--- src/rtl/bsr_pkg.sv ---
// Shared types, codes and constants of the BMP stream decoder.
package bsr_pkg;

  localparam int COORD_BITS_DEF      = 16;
  localparam int PALETTE_ENTRIES_DEF = 256;

  // result status codes
  localparam logic [1:0] ST_OK          = 2'd0;
  localparam logic [1:0] ST_INVALID     = 2'd1;
  localparam logic [1:0] ST_UNSUPPORTED = 2'd2;

  // "BM" as it lands in a little-endian 16-bit word
  localparam logic [15:0] SIG_BM      = {8'h4D, 8'h42};
  localparam logic [31:0] HDR_TOTAL   = 32'd54;
  localparam logic [31:0] INFO_SIZE   = 32'd40;
  localparam logic [31:0] ROW_ROUND   = 32'd31;
  localparam logic [31:0] SIZE_CAP    = 32'(64 * 1024 * 1024);

  // APB register map
  localparam int          CFG_AW        = 3;
  localparam logic [2:0]  ADDR_FILE_LEN = 3'd0;

  typedef enum logic [2:0] {
    PH_HEADER, PH_CHECK, PH_PALETTE, PH_PIXELS, PH_PADDING, PH_DONE
  } phase_t;

  typedef enum logic [1:0] {CK_IDLE, CK_LIMITS, CK_MUL, CK_SIZE} chk_state_t;

  typedef enum logic [1:0] {MD_IDX1, MD_IDX4, MD_IDX8, MD_DIRECT} pix_mode_t;

  typedef struct packed {
    logic [7:0] data_byte;
  } in_beat_t;

  typedef struct packed {
    logic [1:0]  status;
    logic [15:0] pixel_x;
    logic [15:0] pixel_y;
    logic [7:0]  red;
    logic [7:0]  green;
    logic [7:0]  blue;
    logic [15:0] image_width;
    logic [15:0] image_height;
    logic        is_last;
  } out_beat_t;

  typedef struct packed {
    logic       done;
    logic [1:0] status;
  } chk_res_t;

  typedef struct packed {
    logic       load;
    logic [3:0] count;
    pix_mode_t  mode;
    logic       last_row;
    logic [1:0] status;
  } job_ctl_t;

endpackage

--- src/rtl/bsr_chan_if.sv ---
// Valid/ready stream channel carrying one beat of type T.
interface bsr_chan_if #(parameter type T = logic);
  logic valid;
  logic ready;
  T     payload;
  modport source (output valid, output payload, input ready);
  modport sink   (input valid, input payload, output ready);
endinterface

--- src/rtl/bsr_pix_out.sv ---
// Pixel expander, palette read stage and output register.
module bsr_pix_out import bsr_pkg::*; #(
  parameter int COORD_BITS = COORD_BITS_DEF,
  parameter int PAL_AW     = 8
) (
  input  logic                  clk,
  input  logic                  rst_n,
  input  job_ctl_t              job,
  input  logic [7:0]            job_byte,
  input  logic [23:0]           job_rgb,
  input  logic [COORD_BITS-1:0] job_x,
  input  logic [COORD_BITS-1:0] job_y,
  input  logic [COORD_BITS-1:0] img_w,
  input  logic [COORD_BITS-1:0] img_h,
  output logic                  job_free,
  output logic                  rd_en,
  output logic [PAL_AW-1:0]     rd_addr,
  input  logic [23:0]           rd_data,
  bsr_chan_if.source            out_ch
);
  logic [3:0] cnt_r;
  pix_mode_t mode_r;
  logic [7:0] byte_r, byte_shift;
  logic [23:0] rgb_r;
  logic [COORD_BITS-1:0] x_r, y_r;
  logic lastrow_r;
  logic [1:0] status_r;

  logic s1_v_r, s1_last_r, s1_direct_r;
  logic [1:0] s1_status_r;
  logic [COORD_BITS-1:0] s1_x_r, s1_y_r;
  logic [23:0] s1_rgb_r, s1_pix;

  logic out_v_r;
  out_beat_t out_r;
  logic adv, issue, ok;

  assign adv      = !out_v_r || out_ch.ready;
  assign issue    = (cnt_r != 4'd0) && (!s1_v_r || adv);
  assign job_free = (cnt_r == 4'd0) || (cnt_r == 4'd1 && issue);
  assign rd_en    = issue && (mode_r != MD_DIRECT);

  always_comb begin
    case (mode_r)
      MD_IDX1: begin rd_addr = PAL_AW'(byte_r[7]); byte_shift = byte_r << 1; end
      MD_IDX4: begin rd_addr = PAL_AW'(byte_r[7:4]); byte_shift = byte_r << 4; end
      default: begin rd_addr = PAL_AW'(byte_r); byte_shift = byte_r; end
    endcase
  end

  always_ff @(posedge clk) begin
    if (!rst_n) begin
      cnt_r   <= '0;
      s1_v_r  <= 1'b0;
      out_v_r <= 1'b0;
    end else begin
      if (job.load) cnt_r <= job.count;
      else if (issue) cnt_r <= cnt_r - 4'd1;
      s1_v_r  <= issue ? 1'b1 : (adv ? 1'b0 : s1_v_r);
      if (adv) out_v_r <= s1_v_r;
    end
  end

  assign s1_pix = s1_direct_r ? s1_rgb_r : rd_data;
  assign ok     = (s1_status_r == ST_OK);

  always_ff @(posedge clk) begin
    if (job.load) begin
      mode_r    <= job.mode;
      byte_r    <= job_byte;
      rgb_r     <= job_rgb;
      x_r       <= job_x;
      y_r       <= job_y;
      lastrow_r <= job.last_row;
      status_r  <= job.status;
    end else if (issue) begin
      byte_r <= byte_shift;
      x_r    <= x_r + 1'b1;
    end
    if (issue) begin
      s1_status_r <= status_r;
      s1_x_r      <= x_r;
      s1_y_r      <= y_r;
      s1_direct_r <= (mode_r == MD_DIRECT);
      s1_rgb_r    <= rgb_r;
      s1_last_r   <= (status_r != ST_OK) || (lastrow_r && x_r == img_w - 1'b1);
    end
    if (adv && s1_v_r) begin
      out_r.status       <= s1_status_r;
      out_r.pixel_x      <= 16'(s1_x_r);
      out_r.pixel_y      <= 16'(s1_y_r);
      out_r.red          <= s1_pix[23:16];
      out_r.green        <= s1_pix[15:8];
      out_r.blue         <= s1_pix[7:0];
      out_r.image_width  <= ok ? 16'(img_w) : 16'd0;
      out_r.image_height <= ok ? 16'(img_h) : 16'd0;
      out_r.is_last      <= s1_last_r;
    end
  end

  assign out_ch.valid   = out_v_r;
  assign out_ch.payload = out_r;
endmodule

--- src/flat_wrapper.sv ---
// flat-port wrapper written by rule: the top's interface ports become plain ports
module bsr_pix_out_flat import bsr_pkg::*;
#(
  parameter int COORD_BITS = COORD_BITS_DEF,
  parameter int PAL_AW     = 8
)
  (clk, rst_n, job, job_byte, job_rgb, job_x, job_y, img_w, img_h, job_free, rd_en, rd_addr, rd_data, out_ch_valid, out_ch_payload, out_ch_ready);
  bsr_chan_if out_ch_i ();
  input  logic clk;
  input  logic rst_n;
  input  job_ctl_t job;
  input  logic [7:0] job_byte;
  input  logic [23:0] job_rgb;
  input  logic [COORD_BITS-1:0] job_x;
  input  logic [COORD_BITS-1:0] job_y;
  input  logic [COORD_BITS-1:0] img_w;
  input  logic [COORD_BITS-1:0] img_h;
  output logic job_free;
  output logic rd_en;
  output logic [PAL_AW-1:0] rd_addr;
  input  logic [23:0] rd_data;
  output wire logic [$bits(out_ch_i.valid)-1:0] out_ch_valid;
  output wire logic [$bits(out_ch_i.payload)-1:0] out_ch_payload;
  input wire logic [$bits(out_ch_i.ready)-1:0] out_ch_ready;
  assign out_ch_valid = out_ch_i.valid;
  assign out_ch_payload = out_ch_i.payload;
  assign out_ch_i.ready = out_ch_ready;
  bsr_pix_out #(.COORD_BITS(COORD_BITS), .PAL_AW(PAL_AW)) u_core (.clk(clk), .rst_n(rst_n), .job(job), .job_byte(job_byte), .job_rgb(job_rgb), .job_x(job_x), .job_y(job_y), .img_w(img_w), .img_h(img_h), .job_free(job_free), .rd_en(rd_en), .rd_addr(rd_addr), .rd_data(rd_data), .out_ch(out_ch_i));
endmodule
--- config.mk ---
export PLATFORM = sky130hd
export DESIGN_NAME = bsr_pix_out_flat
export DESIGN_NICKNAME = d
export VERILOG_FILES = /design/src/rtl/bsr_pkg.sv /design/src/rtl/bsr_chan_if.sv /design/src/rtl/bsr_pix_out.sv /design/src/flat_wrapper.sv
export SDC_FILE = /design/constraint.sdc
export NUM_CORES = 1
export LEC_CHECK = 0
export BUFFER_PORTS_ARGS = -buffer_cell sky130_fd_sc_hd__buf_4
export CAP_MARGIN = 10
export CORE_ASPECT_RATIO = 0.6
export CORE_MARGIN = 2
export CORE_UTILIZATION = 32
export CTS_BUF_LIST = sky130_fd_sc_hd__clkbuf_8 sky130_fd_sc_hd__clkbuf_16
export DETAILED_ROUTE_END_ITERATION = 16
export PLACE_DENSITY = 0.66
export SLEW_MARGIN = 25
export SYNTH_ARGS = -nofsm -noshare
export SYNTH_HDL_FRONTEND = slang
export SYNTH_SLANG_ARGS = --single-unit
--- constraint.sdc ---
create_clock -name clk -period 2.77 [get_ports clk]
set_input_delay 0 -clock clk [delete_from_list [all_inputs] [get_ports clk]]
set_output_delay 0 -clock clk [all_outputs]
set_load 0.01 [all_outputs]
==> impl_metrics.json <==
{
  "outcome": "finished, final reports clean",
  "fin_crit_sh_pct": 85.3,
  "grt_most_used_layer": "met1",
  "vdd_drop_max_mv": 0.296,
  "synth_area_sq_um": 2490,
  "num_rows": 24,
  "criticalPathCategory": "flop to flop",
  "clk-insertion-delay-late_ns": 0.27,
  "via_per_inst": 4.89,
  "p_per_area_nw_per_um2": 546,
  "r2r_setup_slack_ns": 0.41,
  "critPathMaxFanout": 6,
  "cts-buffers-inserted": 5,
  "synth_area_leader_cell": "edfxtp_1",
  "initial_core_util_pct": 33.7,
  "vias": 2175,
  "die_x_um": 118,
  "drv_cap": 0,
  "reg2reg_depth": 7,
  "seq_area_sq_um": 1050,
  "yosys_warnings": 0,
  "dr.pass1.iters": 4,
  "drv_slew": 0,
  "fin_tns_setup_ns": 0,
  "end_kind": "flop",
  "drt-wirelength-per-cell_um": 14.2,
  "critPathRequiredTime_ns": 2.90,
  "min-delay-start": "job_x[2]",
  "finalNetCount": 477,
  "fp.coreArea_sq_um": 7390,
  "path_cells": "or2b_1 -> o211a_1 -> o31ai_1 -> o2111ai_1 -> a2111oi_0 -> buf_4 -> a311o_1",
  "slowest_delay_ns": 0.48,
  "grt_util_met2_pct": 21.5,
  "multiInputGateArea_sq_um": 1360,
  "antenna_found_initial": 0,
  "path_buf_inv": 1,
  "place.gp.congestion": 0.880,
  "chipHeight_um": 72.3,
  "reg2reg_from": "u_core.x_r[2]",
  "dieArea_sq_um": 8510,
  "grt_pass1_wl_um": 10600,
  "ys_types": 48,
  "finClkSkew_ns": 0.00545,
  "nFillCells": 753,
  "use_met1_pct": 24.4,
  "synth-edff-count": 31,
  "start_kind": "flop",
  "finalHoldViolCount": 0,
  "pin_count": 145,
  "p_leak_nw": 1.32,
  "grt_use_met3_pct": 4.17,
  "clock_path_buffers": 2,
  "cts.sinks": 37,
  "synth.net_count": 410,
  "hpwl_um": 4850,
  "synth.most_common_cell": "nand2_1",
  "cp.arrival_ns": 2.50,
  "slew_headroom_pct": 50.3,
  "cts_root_buf": "clkbuf_16",
  "antennaDiodeCount": 0,
  "rsz0062_at_grt": "no",
  "synthToLayoutAreaGrowth_pct": 31.6,
  "yosys-top-cells-count": "nand2_1 (48), edfxtp_1 (31), o21ai_0 (31), xor2_1 (18), xnor2_1 (17)",
  "drive_above_1_share_pct": 23.2,
  "ant_nets": 0,
  "place_area_sq_um": 3060,
  "synth_area_leaders": "edfxtp_1 (37%), nand2_1 (7.2%), xor2_1 (6.3%)",
  "finalPower_mw": 1.79,
  "syn_inst": 273,
  "grt_pass1_vias": 2106,
  "drc": 0,
  "worst_pin_slew_ns": 0.745,
  "synth_seq_cells": 37,
  "grt_max_degree": 62,
  "max_freq_mhz": 423,
  "crit_slowest_cell": "edfxtp_1",
  "portBuffers": 64,
  "ys_seq_area_share_pct": 42.3,
  "holdPathStages": 3,
  "track_usage_pct": 15.5,
  "synthArstFlopShare_pct": 0,
  "totalWireLength_um": 6300,
  "cp_top_family": "compound AO/OA/AOI/OAI gates",
  "setup_viol": 0,
  "hp-class": "input pin to flop",
  "final_area_sq_um": 3270,
  "drt-initial-drc-count": 119,
  "worst_r2r_endpoint": "u_core.s1_last_r",
  "cts_tree": "built",
  "timing.final.crit_period_ns": 2.36,
  "htreeDepth": 2,
  "holdPathEnd": "u_core.x_r[2]",
  "ys.flop_type": "edfxtp_1",
  "postSynthAreaPerCell_sq_um": 9.11,
  "ctsResizeCount": 0,
  "netlist.area_leader.share_pct": 37.4,
  "grt.overflow.total": 0,
  "path_clk_slew_ns": 0.06
}
==> power by group <==
part	internal (mW)	total [mW]	switching [mW]
combinational	0.230	0.444	0.214
clock	0.326	0.532	0.205
sequential	0.711	0.812	0.101
total	1.27	1.79	0.521
==> per-layer routing <==
metal	part of all wire, %	wire length [um]
met1	54	3370
met4	0.16	10
met2	40	2520
met3	6.3	399
met5	0	0
==> flip-flops by register name, indices dropped and copies added (netlist names) <==
| name | cells |
|---|---|
| u_core.mode_r | 2 |
| u_core.byte_r | 8 |
| u_core.lastrow_r | 1 |
| u_core.status_r | 2 |
| u_core.cnt_r | 4 |
| u_core.x_r | 16 |
| u_core.s1_last_r | 1 |
| u_core.s1_v_r | 1 |
| u_core.out_ch.payload | 1 |
| u_core.out_ch.valid | 1 |
==> metrics by stage <==
stage	setup WS (ns)	std cells	utilization (%)	hold WS, ns
floorplan	0.655	273	-	0.0989
finish	0.406	445	44.3	0.00328
global placement	0.346	430	41.5	0.180
global route	0.253	445	44.3	0.0202
CTS	0.395	445	44.3	0.00304
detailed placement	0.350	430	41.5	0.179
==> area by class of cell <==
type	instances	area share (%)
Clock inverter	3	0.421
Clock buffer	5	3.82
Inverter	8	0.918
Multi-Input combinational cell	215	41.5
Timing Repair Buffer	73	17.3
Sequential cell	37	32.1
Tap cell	104	3.98
==> cell families (layout without fill, tap and decap cells) <==
kind of cell	Yosys count	after routing	share of synthesized area (%)
and+or+nand+nor	112	112	23.0
AOI/OAI and AO/OA	56	56	13.7
DFF	37	37	42.3
xor gates and xnor gates	35	35	12.3
buffers and inverters	21	89	3.17
muxes	8	8	3.47
adders and majority gates	4	4	2.01
==> repair_timing <==
action,CTS,global route
buffers inserted,0,0
endpoints found under the hold margin,9,0
hold buffers,7,0
==> tightest hold or removal path: stages <==
cell and delay, ns:
buf_4 0.08, nand2_1 0.04, o21ai_0 0.05
==> placed cells by master (no fill, tap or decap), types with 2 or more instances in the layout <==
cell type and n:
inv_1 9, nor4b_1 3, clkinv_2 2, or3_1 2
nand2_1 48, dlygate4sd3_1 7, nor2_1 11, or4_1 3
and3_1 3, a22oi_1 2, and2_1 8, edfxtp_1 31
o2111ai_1 2, a21oi_1 5, nand2b_1 3, nor2b_1 4
o31ai_1 2, nor3_1 6, o21ai_0 31, nand3_1 7
nor4_1 3, ha_1 4, o211a_1 2, mux2i_1 6
xor2_1 18, clkbuf_16 5, xnor2_1 17, dfxtp_1 6
nand4_1 5, buf_4 66
==> worst max-delay path by stage <==
stage | end | slack (ns) | start | cells after the start
after global placement | u_core.s1_last_r | 0.35 | img_w[0] | 10
after floorplan | u_core.s1_last_r | 0.65 | img_w[0] | 8
final | u_core.s1_last_r | 0.41 | u_core.x_r[2] | 7
after detailed placement | u_core.s1_last_r | 0.35 | img_w[0] | 9
after global routing | u_core.s1_last_r | 0.25 | u_core.x_r[2] | 7
after CTS | u_core.s1_last_r | 0.40 | u_core.x_r[2] | 7
No activity file was read; power rests on OpenSTA's default activity.
